File: src/rtl/cmef_pkg.sv
// ----------------------------------------------------------------------------
// cmef_pkg
// shared widths, register indexes, controller states and the command and
// status bundles of the clamp / median / ewma filter
// ----------------------------------------------------------------------------
package cmef_pkg;

  localparam int SAMPLE_W   = 16;
  localparam int WINDOW_MAX = 9;
  localparam int CNT_W      = 4;   // holds 0..WINDOW_MAX
  localparam int IDX_W      = 4;   // addresses WINDOW_MAX entries
  localparam int GAIN_W     = 17;
  localparam int FRAC_W     = 16;
  localparam int AVG_W      = SAMPLE_W + FRAC_W;
  localparam int DIFF_W     = AVG_W + 1;
  localparam int HI_W       = DIFF_W - FRAC_W;
  localparam int MUL_W      = HI_W + 1;
  localparam int PROD_W     = 2 * MUL_W;
  localparam int CFG_IDX_W  = 2;
  localparam int CFG_DATA_W = 17;

  localparam logic [CFG_IDX_W-1:0] REG_MIN_LIMIT      = 2'd0;
  localparam logic [CFG_IDX_W-1:0] REG_MAX_LIMIT      = 2'd1;
  localparam logic [CFG_IDX_W-1:0] REG_WINDOW_LENGTH  = 2'd2;
  localparam logic [CFG_IDX_W-1:0] REG_SMOOTHING_GAIN = 2'd3;

  localparam logic signed [SAMPLE_W-1:0] MIN_LIMIT_RST = 16'sh8000;
  localparam logic signed [SAMPLE_W-1:0] MAX_LIMIT_RST = 16'sh7fff;
  localparam logic [CNT_W-1:0]           WINDOW_RST    = 4'd5;
  localparam logic [GAIN_W-1:0]          GAIN_RST      = 17'd16384;
  localparam logic [GAIN_W-1:0]          GAIN_ONE      = 17'h10000;

  typedef enum logic [2:0] {
    ST_IDLE,
    ST_SCAN,
    ST_EWMA,
    ST_MUL_HI,
    ST_MUL_LO,
    ST_ACCUM,
    ST_PUBLISH
  } state_t;

  typedef struct packed {
    logic load;
    logic scan;
    logic seed;
    logic diff;
    logic mul_hi;
    logic mul_lo;
    logic accum;
    logic publish;
  } cmd_t;

  typedef struct packed {
    logic found;
    logic seeded;
  } sts_t;

endpackage

File: src/rtl/cmef_ctrl.sv
// ----------------------------------------------------------------------------
// cmef_ctrl
// sequencer for one request: load, rank scan, ewma update, publish
// ----------------------------------------------------------------------------
module cmef_ctrl (
  input  logic            clk,
  input  logic            rst,
  input  logic            in_valid,
  output logic            in_stall,
  output logic            out_valid,
  input  logic            out_stall,
  input  cmef_pkg::sts_t  sts,
  output cmef_pkg::cmd_t  cmd
);

  cmef_pkg::state_t state;
  cmef_pkg::state_t state_next;
  logic             out_free;

  assign out_free = !out_valid || !out_stall;

  always_ff @(posedge clk) begin
    if (rst) begin
      state     <= cmef_pkg::ST_IDLE;
      out_valid <= 1'b0;
    end else begin
      state <= state_next;
      if (cmd.publish) begin
        out_valid <= 1'b1;
      end else if (!out_stall) begin
        out_valid <= 1'b0;
      end
    end
  end

  always_comb begin
    state_next = state;
    case (state)
      cmef_pkg::ST_IDLE: begin
        if (in_valid && !in_stall) state_next = cmef_pkg::ST_SCAN;
      end
      cmef_pkg::ST_SCAN: begin
        if (sts.found) state_next = cmef_pkg::ST_EWMA;
      end
      cmef_pkg::ST_EWMA: begin
        state_next = sts.seeded ? cmef_pkg::ST_MUL_HI : cmef_pkg::ST_PUBLISH;
      end
      cmef_pkg::ST_MUL_HI:  state_next = cmef_pkg::ST_MUL_LO;
      cmef_pkg::ST_MUL_LO:  state_next = cmef_pkg::ST_ACCUM;
      cmef_pkg::ST_ACCUM:   state_next = cmef_pkg::ST_PUBLISH;
      cmef_pkg::ST_PUBLISH: begin
        if (out_free) state_next = cmef_pkg::ST_IDLE;
      end
      default: state_next = cmef_pkg::ST_IDLE;
    endcase
  end

  always_comb begin
    cmd      = '0;
    in_stall = rst || (state != cmef_pkg::ST_IDLE);
    case (state)
      cmef_pkg::ST_IDLE:    cmd.load    = in_valid && !in_stall;
      cmef_pkg::ST_SCAN:    cmd.scan    = 1'b1;
      cmef_pkg::ST_EWMA: begin
        cmd.seed = !sts.seeded;
        cmd.diff = sts.seeded;
      end
      cmef_pkg::ST_MUL_HI:  cmd.mul_hi  = 1'b1;
      cmef_pkg::ST_MUL_LO:  cmd.mul_lo  = 1'b1;
      cmef_pkg::ST_ACCUM:   cmd.accum   = 1'b1;
      cmef_pkg::ST_PUBLISH: cmd.publish = out_free;
      default: cmd = '0;
    endcase
  end

endmodule

File: src/rtl/cmef_datapath.sv
// ----------------------------------------------------------------------------
// cmef_datapath
// configuration registers, clamp, sample window, rank scan, ewma arithmetic
// and the output payload registers
// ----------------------------------------------------------------------------
module cmef_datapath (
  input  logic                                     clk,
  input  logic                                     rst,
  input  cmef_pkg::cmd_t                           cmd,
  output cmef_pkg::sts_t                           sts,
  input  logic                                     cfg_write_en,
  input  logic [cmef_pkg::CFG_IDX_W-1:0]           cfg_index,
  input  logic [cmef_pkg::CFG_DATA_W-1:0]          cfg_data,
  input  logic signed [cmef_pkg::SAMPLE_W-1:0]     sample,
  input  logic                                     sample_invalid,
  output logic signed [cmef_pkg::SAMPLE_W-1:0]     clamped_value,
  output logic signed [cmef_pkg::SAMPLE_W-1:0]     median_value,
  output logic signed [cmef_pkg::SAMPLE_W-1:0]     smoothed_value,
  output logic                                     window_full,
  output logic [cmef_pkg::CNT_W-1:0]               fill_count
);

  // configuration
  logic signed [cmef_pkg::SAMPLE_W-1:0] min_limit;
  logic signed [cmef_pkg::SAMPLE_W-1:0] max_limit;
  logic [cmef_pkg::CNT_W-1:0]           window_length;
  logic [cmef_pkg::GAIN_W-1:0]          smoothing_gain;
  logic [cmef_pkg::CNT_W-1:0]           wl_wr;
  logic [cmef_pkg::GAIN_W-1:0]          gain_wr;

  // window
  logic signed [cmef_pkg::SAMPLE_W-1:0] history [cmef_pkg::WINDOW_MAX];
  logic [cmef_pkg::IDX_W-1:0]           write_slot;
  logic [cmef_pkg::IDX_W-1:0]           write_slot_next;
  logic [cmef_pkg::CNT_W-1:0]           filled;
  logic [cmef_pkg::CNT_W-1:0]           filled_next;

  // clamp
  logic signed [cmef_pkg::SAMPLE_W:0]   limit_sum;
  logic signed [cmef_pkg::SAMPLE_W-1:0] clamp_v;
  logic signed [cmef_pkg::SAMPLE_W-1:0] clamp_reg;

  // rank scan
  logic [cmef_pkg::IDX_W-1:0]           cand;
  logic signed [cmef_pkg::SAMPLE_W-1:0] cand_val;
  logic [cmef_pkg::CNT_W-1:0]           less_cnt;
  logic [cmef_pkg::CNT_W-1:0]           leq_cnt;
  logic [cmef_pkg::CNT_W-1:0]           rank;
  logic signed [cmef_pkg::SAMPLE_W-1:0] median;

  // ewma
  logic signed [cmef_pkg::AVG_W-1:0]    average_q16;
  logic                                 average_seeded;
  logic signed [cmef_pkg::DIFF_W-1:0]   diff;
  logic signed [cmef_pkg::HI_W-1:0]     diff_hi;
  logic [cmef_pkg::FRAC_W-1:0]          diff_lo;
  logic signed [cmef_pkg::MUL_W-1:0]    mul_a;
  logic signed [cmef_pkg::MUL_W-1:0]    mul_b;
  logic signed [cmef_pkg::PROD_W-1:0]   product;
  logic signed [cmef_pkg::AVG_W-1:0]    prod_hi;
  logic [cmef_pkg::FRAC_W-1:0]          prod_lo;

  // register write saturation
  always_comb begin
    wl_wr = cfg_data[cmef_pkg::CNT_W-1:0];
    if (wl_wr == '0) begin
      wl_wr = cmef_pkg::CNT_W'(1);
    end else if (wl_wr > cmef_pkg::CNT_W'(cmef_pkg::WINDOW_MAX)) begin
      wl_wr = cmef_pkg::CNT_W'(cmef_pkg::WINDOW_MAX);
    end
    gain_wr = cfg_data[cmef_pkg::GAIN_W-1:0];
    if (gain_wr > cmef_pkg::GAIN_ONE) gain_wr = cmef_pkg::GAIN_ONE;
  end

  // invalid samples take the floored midpoint, otherwise lower bound wins first
  always_comb begin
    limit_sum = {min_limit[cmef_pkg::SAMPLE_W-1], min_limit}
              + {max_limit[cmef_pkg::SAMPLE_W-1], max_limit};
    if (sample_invalid) begin
      clamp_v = limit_sum[cmef_pkg::SAMPLE_W:1];
    end else if (sample < min_limit) begin
      clamp_v = min_limit;
    end else if (sample > max_limit) begin
      clamp_v = max_limit;
    end else begin
      clamp_v = sample;
    end
  end

  always_comb begin
    write_slot_next = write_slot + cmef_pkg::IDX_W'(1);
    if (write_slot_next == window_length) write_slot_next = '0;
    filled_next = (filled < window_length) ? filled + cmef_pkg::CNT_W'(1) : filled;
  end

  // candidate rank against all filled entries
  always_comb begin
    cand_val = history[cand];
    less_cnt = '0;
    leq_cnt  = '0;
    for (int j = 0; j < cmef_pkg::WINDOW_MAX; j++) begin
      if (cmef_pkg::CNT_W'(j) < filled) begin
        less_cnt = less_cnt + cmef_pkg::CNT_W'(history[j] <  cand_val);
        leq_cnt  = leq_cnt  + cmef_pkg::CNT_W'(history[j] <= cand_val);
      end
    end
    rank       = filled >> 1;
    sts.found  = (less_cnt <= rank) && (leq_cnt > rank);
    sts.seeded = average_seeded;
  end

  // q17.16 difference, split into an integer and a fraction half
  always_comb begin
    diff = {median[cmef_pkg::SAMPLE_W-1], median, {cmef_pkg::FRAC_W{1'b0}}}
         - {average_q16[cmef_pkg::AVG_W-1], average_q16};
    mul_a = cmd.mul_lo ? $signed({2'b00, diff_lo})
                       : $signed({diff_hi[cmef_pkg::HI_W-1], diff_hi});
    mul_b = $signed({1'b0, smoothing_gain});
    product = mul_a * mul_b;
  end

  always_ff @(posedge clk) begin
    if (rst) begin
      min_limit      <= cmef_pkg::MIN_LIMIT_RST;
      max_limit      <= cmef_pkg::MAX_LIMIT_RST;
      window_length  <= cmef_pkg::WINDOW_RST;
      smoothing_gain <= cmef_pkg::GAIN_RST;
      write_slot     <= '0;
      filled         <= '0;
      cand           <= '0;
      average_q16    <= '0;
      average_seeded <= 1'b0;
    end else begin
      if (cfg_write_en) begin
        case (cfg_index)
          cmef_pkg::REG_MIN_LIMIT:      min_limit <= cfg_data[cmef_pkg::SAMPLE_W-1:0];
          cmef_pkg::REG_MAX_LIMIT:      max_limit <= cfg_data[cmef_pkg::SAMPLE_W-1:0];
          cmef_pkg::REG_WINDOW_LENGTH: begin
            window_length <= wl_wr;
            write_slot    <= '0;
            filled        <= '0;
          end
          cmef_pkg::REG_SMOOTHING_GAIN: smoothing_gain <= gain_wr;
          default: ;
        endcase
      end
      if (cmd.load) begin
        write_slot <= write_slot_next;
        filled     <= filled_next;
        cand       <= '0;
      end
      if (cmd.scan) cand <= cand + cmef_pkg::IDX_W'(1);
      if (cmd.seed) begin
        average_q16    <= {median, {cmef_pkg::FRAC_W{1'b0}}};
        average_seeded <= 1'b1;
      end
      if (cmd.accum) begin
        average_q16 <= average_q16 + prod_hi
                     + $signed({{cmef_pkg::SAMPLE_W{1'b0}}, prod_lo});
      end
    end
  end

  // payload registers, no reset
  always_ff @(posedge clk) begin
    if (cmd.load) begin
      history[write_slot] <= clamp_v;
      clamp_reg           <= clamp_v;
    end
    if (cmd.scan && sts.found) median <= cand_val;
    if (cmd.diff) begin
      diff_hi <= diff[cmef_pkg::DIFF_W-1:cmef_pkg::FRAC_W];
      diff_lo <= diff[cmef_pkg::FRAC_W-1:0];
    end
    if (cmd.mul_hi) prod_hi <= product[cmef_pkg::AVG_W-1:0];
    if (cmd.mul_lo) prod_lo <= product[2*cmef_pkg::FRAC_W-1:cmef_pkg::FRAC_W];
    if (cmd.publish) begin
      clamped_value  <= clamp_reg;
      median_value   <= median;
      smoothed_value <= average_q16[cmef_pkg::AVG_W-1:cmef_pkg::FRAC_W];
      window_full    <= (filled >= window_length);
      fill_count     <= filled;
    end
  end

endmodule

File: src/rtl/clamp_median_ewma_filter.sv
// ----------------------------------------------------------------------------
// clamp_median_ewma_filter
// sample clamp with invalid-sample midpoint, running upper median over a
// circular window of up to nine entries, and a q16.16 ewma of the median
// ----------------------------------------------------------------------------
//
//  channel   signals                                  direction
//  input     in_valid, in_stall, sample,              in (in_stall out)
//            sample_invalid
//  output    out_valid, out_stall, clamped_value,     out (out_stall in)
//            median_value, smoothed_value,
//            window_full, fill_count
//  config    cfg_write_en, cfg_index, cfg_data        in
//
//  one request at a time: accept, then a rank scan that checks one window
//  entry per cycle against all filled entries and stops at the first entry
//  that holds the median, then an ewma step, either a seed or a difference,
//  two halves on one shared 18x18 multiplier and an accumulate, then publish;
//  the block takes no new request until the request it holds is published
//  the output register lets the next request enter while a result waits;
//  publish waits only if the previous result has not yet been taken
//  rst is synchronous; it restores register defaults and clears the window
//  and ewma state, in_stall is held high while rst is asserted
//
module clamp_median_ewma_filter (
  input  logic                                  clk,
  input  logic                                  rst,
  // config write port
  input  logic                                  cfg_write_en,
  input  logic [cmef_pkg::CFG_IDX_W-1:0]        cfg_index,
  input  logic [cmef_pkg::CFG_DATA_W-1:0]       cfg_data,
  // input requests
  input  logic                                  in_valid,
  output logic                                  in_stall,
  input  logic signed [cmef_pkg::SAMPLE_W-1:0]  sample,
  input  logic                                  sample_invalid,
  // output results
  output logic                                  out_valid,
  input  logic                                  out_stall,
  output logic signed [cmef_pkg::SAMPLE_W-1:0]  clamped_value,
  output logic signed [cmef_pkg::SAMPLE_W-1:0]  median_value,
  output logic signed [cmef_pkg::SAMPLE_W-1:0]  smoothed_value,
  output logic                                  window_full,
  output logic [cmef_pkg::CNT_W-1:0]            fill_count
);

  // command and status between sequencer and datapath
  cmef_pkg::cmd_t cmd;
  cmef_pkg::sts_t sts;

  // sequencer owns the handshakes and the output valid flag
  cmef_ctrl u_ctrl (
    .clk       (clk),
    .rst       (rst),
    .in_valid  (in_valid),
    .in_stall  (in_stall),
    .out_valid (out_valid),
    .out_stall (out_stall),
    .sts       (sts),
    .cmd       (cmd)
  );

  // datapath holds config, window, ewma state and the result payload
  cmef_datapath u_dp (
    .clk            (clk),
    .rst            (rst),
    .cmd            (cmd),
    .sts            (sts),
    .cfg_write_en   (cfg_write_en),
    .cfg_index      (cfg_index),
    .cfg_data       (cfg_data),
    .sample         (sample),
    .sample_invalid (sample_invalid),
    .clamped_value  (clamped_value),
    .median_value   (median_value),
    .smoothed_value (smoothed_value),
    .window_full    (window_full),
    .fill_count     (fill_count)
  );

endmodule

File: config.mk
export PLATFORM = sky130hd
export DESIGN_NAME = clamp_median_ewma_filter
export DESIGN_NICKNAME = d
export VERILOG_FILES = /design/src/rtl/cmef_pkg.sv /design/src/rtl/cmef_ctrl.sv /design/src/rtl/cmef_datapath.sv /design/src/rtl/clamp_median_ewma_filter.sv
export SDC_FILE = /design/constraint.sdc
export NUM_CORES = 2
export LEC_CHECK = 0
export BUFFER_PORTS_ARGS = -buffer_cell sky130_fd_sc_hd__buf_2
export CAP_MARGIN = 20
export CORE_AREA = 2 2 339 341
export DETAILED_ROUTE_END_ITERATION = 16
export DIE_AREA = 0 0 341 343
export GPL_TIMING_DRIVEN = 0
export PLACE_DENSITY = 0.54
export SLEW_MARGIN = 20
export SYNTH_ARGS = -nofsm -noshare
export SYNTH_HDL_FRONTEND = slang
export SYNTH_SLANG_ARGS = --single-unit
File: constraint.sdc
create_clock -name clk -period 13 [get_ports clk]
set_input_delay 0.65 -clock clk [delete_from_list [all_inputs] [get_ports clk]]
set_output_delay 0.65 -clock clk [all_outputs]
set_load 0.02 [all_outputs]
Yosys cells after proc, flatten, opt, wreduce, memory -nomap -nowiden
Memories as Yosys holds them, arrays and structs flattened. A register that Yosys moved wholly into a read port is not among the register bits.
Index checks and enable logic that the tools add are counted.
- flip-flop bits (word level): 268
- latch bits: 0
- bits in writable memories: 144
- memory bits (read-only): 0
- input bits: 41
- logic and storage cells: 174
- memories kept: 1
- memories (name ; words ; width ; rd ports ; clocked after memory_dff ; write ports ; RTL line ; text):
    u_dp.history ; 9 ; 16 ; 10 ; 1 ; 1 ; cmef_datapath.sv:32 ; logic signed [cmef_pkg::SAMPLE_W-1:0] history [cmef_pkg::WINDOW_MAX];
- add/subtract/negate cells: 23
- $mul: 1
- div/mod/pow operators: 0
- magnitude comparators: 35
- equal/unequal tests: 15
- shifts and indexed selects: 0
- mux-type cells: 53
- bitwise logic cells: 0
- reduce and logical (&&, ||, !) cells: 24
- operator list (kind ; count):
    < comparator 16 bit ; 10
    <= comparator 16 bit ; 9
    two-way mux 4 bit ; 28
    two-way mux 32 bit ; 2
    adder 4 x 1 -> 4 bit ; 14
    two-way mux 16 bit ; 3
    subtractor 32 x 32 -> 33 bit ; 1
    adder 32 x 17 -> 32 bit ; 1
    adder 32 bit ; 1
    multiplier 18 x 18 -> 32 bit ; 1
    case mux 3 bit (7 select lines) ; 1
    two-way mux 18 bit ; 1
    adder 16 x 16 -> 17 bit ; 1
    > comparator 17 bit (second input constant) ; 1
    two-way mux 17 bit ; 1
    > comparator 16 bit ; 1
    < comparator 3 x 4 -> 1 bit (first input constant) ; 4
    adder 4 x 1 -> 4 bit (second input constant) ; 3
    two-way mux 1 bit ; 12
    two-way mux 3 bit ; 4
    inequality test 2 x 1 -> 1 bit (second input constant) ; 5
    AND reduction 2 bit ; 5
    == test 3 bit (second input constant) ; 3
    < comparator 1 x 4 -> 1 bit (first input constant) ; 2
    other kinds (23) ; 37

Logic depth before layout (Yosys ltp)
An unclocked memory read counts as a cell.
- word-level depth: 23
- gate-level depth with buffers: 49
- mapped depth without buffers: 47

Cells and area by module
Synthesis repeated with hierarchy kept, for this count alone.
- cells, all modules: 3530
- area, all modules: 39591.7 um^2
- modules (own cells, without submodules) (module ; instances ; cells an instance ; area each (um^2) ; seq. area each (um^2)):
    cmef_datapath ; 1 ; 3495 ; 39310.2 ; 14714.1
    cmef_ctrl ; 1 ; 35 ; 281.5 ; 80.1

Worst setup path after synthesis
No wires, ideal clock.
- path kind: flip-flop to flip-flop
- from: register (tool-made name)
- to: register u_dp.median[0] (netlist bit), enable pin
- arrival: 10.170 ns
- required time: 12.626 ns
- path slack: 2.457 ns
- cell stages (with the launch flop): 48
- path buffers: 2
- period minus slack after synthesis: 10.543 ns
- cells stage by stage: dfxtp_1 clkbuf_1 buf_1 mux4_2 mux4_2 inv_1 ha_1 nor2b_1 o21a_1 o21a_1 o21a_1 o21a_1 o21a_1 o21a_1 o21ai_0 nand2b_1 o211ai_1 ha_1 (+12 left out) a31oi_1 and2_1 ha_1 nor2b_1 a21o_1 ha_1 ha_1 mux2_2 ha_1 mux2_2 ha_1 nor2b_1 o21a_1 o21ai_0 inv_1 a211oi_2 nor2b_2 and3_1
- RTL lines (what ; RTL line ; text):
    end signal: assignment ; cmef_datapath.sv:170 ; if (cmd.scan && sts.found) median <= cand_val;
    end: declaration ; cmef_datapath.sv:49 ; logic signed [cmef_pkg::SAMPLE_W-1:0] median;

==> impl_metrics.toml <==
[yosys]
synth_top_area_share_pct = 32.2
synthTopCellsByArea = "edfxtp_1, fa_1, ha_1"
asyncSetResetFlopFracSynth_pct = 0
ys_seq_elements = 528
netlist_area_sq_um = 39400
synth_area_per_cell_sq_um = 11.2
ys.flop_type = "edfxtp_1"
syn-instance-count = 3505
yosys.cell_types.count = 90
synth_edf_count = 422
ys_seq_area_share_pct = 37.5
synth_top_area_cell = "edfxtp_1"
yosysWarnings = 0
synth_nets = 4221

[worst_setup_path]
cp_max_fo = 16
reg2reg_depth = 47
crit_top_cell = "ha_1"
critPathRequiredTime_ns = 13.26
r2r_slack_ns = 0.74
critical_path.slowest_cell = "and3_1"
path_class = "flip-flop to flip-flop"
crit_arrival_ns = 12.52
r2r_end = "u_dp.median[8]"
crit_end = "u_dp.median[8]"
end_kind = "flip-flop"
cp-start-kind = "flip-flop"
max_stage_delay_ns = 0.71

[sta]
period_needed_ns = 12.26
rsz0062_at_grt = "false"
setup_viol = 0
hold_violations = 0
fin_tns_setup_ns = 0
fmax_ghz = 0.0816
max_slew_margin_pct = 22.3
fin_crit_sh_pct = 94.3
tightest_slew_ns = 1.17
skew_ns = 0.0711
finalMaxSlewViolations = 0

[power_and_ir_drop]
powerDensity_nw_per_um2 = 109
power_mw = 4.85
swShare_pct = 29.6
combPwrFrac_pct = 21.9
p_int_mw = 3.41
p_seq_share_pct = 40.0
ir_drop_mv = 0.127
p_switching_mw = 1.44
power.leakage_nw = 18.1
clock_power_share_pct = 38.0

[routing]
vias_per_cell = 5.13
drc = 0
num_vias = 26993
routedWlPerCell_um = 21.6
routed_wl_um = 114000
ant_nets = 0
drtIter0Drc = 1974
firstDrtPassIters = 5

[grt]
grt_use_met3_pct = 2.53
antenna_found_initial = 6
met1_usage_pct = 26.9
grt_pass1_vias = 27535
grt_pass1_wl_um = 172000
use_met2_pct = 32.7
track_usage_pct = 19.5
grt_busiest_layer = "met2"
grt-ovfl-total = 0
grt_start_max_net_pins = 26

[cts]
cts_tree = "yes"
clk-insertion-delay-late_ns = 0.69
clockBufferDepth = 3
ctsHoldBuffers = 0
cts.root.buffer_cell = "clkbuf_16"
cts_buffers = 61
post_cts_resized = 0
cts.sinks = 528
cts_max_level = 2
post_cts.repair.setup_buffers = 0
clkTransAtPathRegs_ns = 0.06

[place]
dpl.hpwl_um = 90900
place_inst = 5149
gp_congestion = 0.862
io_buffer_count = 93
postPlaceCellArea_sq_um = 42500

[job]
maxCapViolations = 0

[final_layout]
syn2layout_area_growth_pct = 13.4
most-common-layout-cells = "inv_1, edfxtp_1, ha_1"
finish.utilization_pct = 39.4
largest_reg_flops = 256
drive_gt1_share_pct = 11.4
final_cells = 5263
nNetsFinal = 4415
post-route-cell-area_sq_um = 44700
reg.largest.list = "u_dp.history: 256 flops, u_dp.average_q16: 32 flops, u_dp.prod_hi: 32 flops"
regMostFlops = "u_dp.history"
nFillCells = 10985
regArea_sq_um = 14800
multi_input_area_sq_um = 22700

[die]
core_area_sq_um = 113000
die_x_um = 341
rows = 124
fp.dieH_um = 343
die_area_sq_um = 117000
start_util_pct = 34.8
ioPinCount = 96

[outcome]
status = "complete, no violations"

[min_path]
hold_class = "input pin to flip-flop"
cell usage after synthesis, drive strengths merged (4+ instances only):
cell,n
inv,423
edfxtp,422
ha,381
nand2,364
fa,294
a21oi,146
nor2,139
and2,125
dfxtp,106
clkbuf,100
o21ai,95
xnor2,90
mux4,80
o21a,76
nor2b,65
a21o,63
nand3,50
mux2,43
nand4,43
xor2,40
nand2b,36
nor3,35
o211ai,30
mux2i,27
buf,20
a22oi,16
nor4,14
a211oi,13
a31oi,12
o31ai,12
o21bai,11
or3,11
a311oi,10
and3,9
nor4b,9
nand3b,8
a211o,7
o22ai,7
or2,7
a221oi,6
nor3b,6
a41oi,5
a31o,4
per-stage QoR:
stage | hold WS, ns | worst slack (ns)
after floorplan | 0.400 | 2.46
after global placement | 0.402 | 0.283
after detailed placement | 0.405 | 0.218
after CTS | 0.203 | 0.170
after global routing | 0.259 | 0.104
final | 0.244 | 0.738
routing by layer:
layer | routed length [um] | up-vias
li1 | - | 12633
met4 | 2540 | 8
met1 | 51600 | 13595
met5 | 48 | -
met2 | 54300 | 630
met3 | 5290 | 127
area by class of cell:
| type | instances | area share, % |
|---|---|---|
| sequential | 528 | 33.1 |
| clock inverter | 43 | 1.29 |
| buffer | 119 | 1.10 |
| timing repair buffer | 132 | 2.33 |
| tap | 1512 | 4.23 |
| multi-input combinational | 2433 | 50.9 |
| clock buffer | 71 | 3.52 |
| inverter | 424 | 3.56 |
| antenna | 1 | 0.00560 |
power groups by stage:
| stage | Combinational, mW | Sequential (mW) | Clock, mW |
|---|---|---|---|
| floorplan | 0.683 | 1.96 | 0 |
| global placement | 1.01 | 1.98 | 0 |
| detailed placement | 1.07 | 1.97 | 0 |
| CTS | 1.08 | 1.94 | 1.89 |
| global route | 1.18 | 1.94 | 1.95 |
| finish | 1.06 | 1.94 | 1.84 |
critical path: cells and delay by family, from the launching register on:
family                   cells  cell delay (ns)
adder cells (fa/ha/maj)     11             3.12
AO/OA/AOI/OAI               17             2.83
AND/OR/NAND/NOR             10             2.02
multiplexers                 5             1.84
buffers and inverters        4             1.74
flip-flops                   1             0.31
how the worst min path moves through the flow:
stage | startpoint | to | slack (ns) | cells past startpoint
after detailed placement | u_dp.clamp_reg[13] | u_dp.clamped_value[13] | 0.40 | 0
final | cfg_data[8] | u_dp.min_limit[8] | 0.24 | 3
after global placement | u_dp.clamp_reg[3] | u_dp.clamped_value[3] | 0.40 | 0
after CTS | cfg_data[8] | u_dp.min_limit[8] | 0.20 | 3
after global routing | cfg_data[9] | u_dp.min_limit[9] | 0.26 | 3
after floorplan | u_dp.clamp_reg[0] | u_dp.clamped_value[0] | 0.40 | 0
logic make-up (layout without fill, tap and decap cells):
logic type	Yosys count	count (layout)	synth area share, %
other	0	1	0
buffers and inverters	544	789	5.27
multiplexers	150	150	6.49
flip-flops	528	528	37.5
AND/OR/NAND/NOR	933	933	11.5
AO/OA/AOI/OAI	542	542	9.11
XOR/XNOR	132	132	3.01
adder cells (fa/ha/maj)	676	676	27.1
Note: power is estimated with default switching activity, not from simulation.
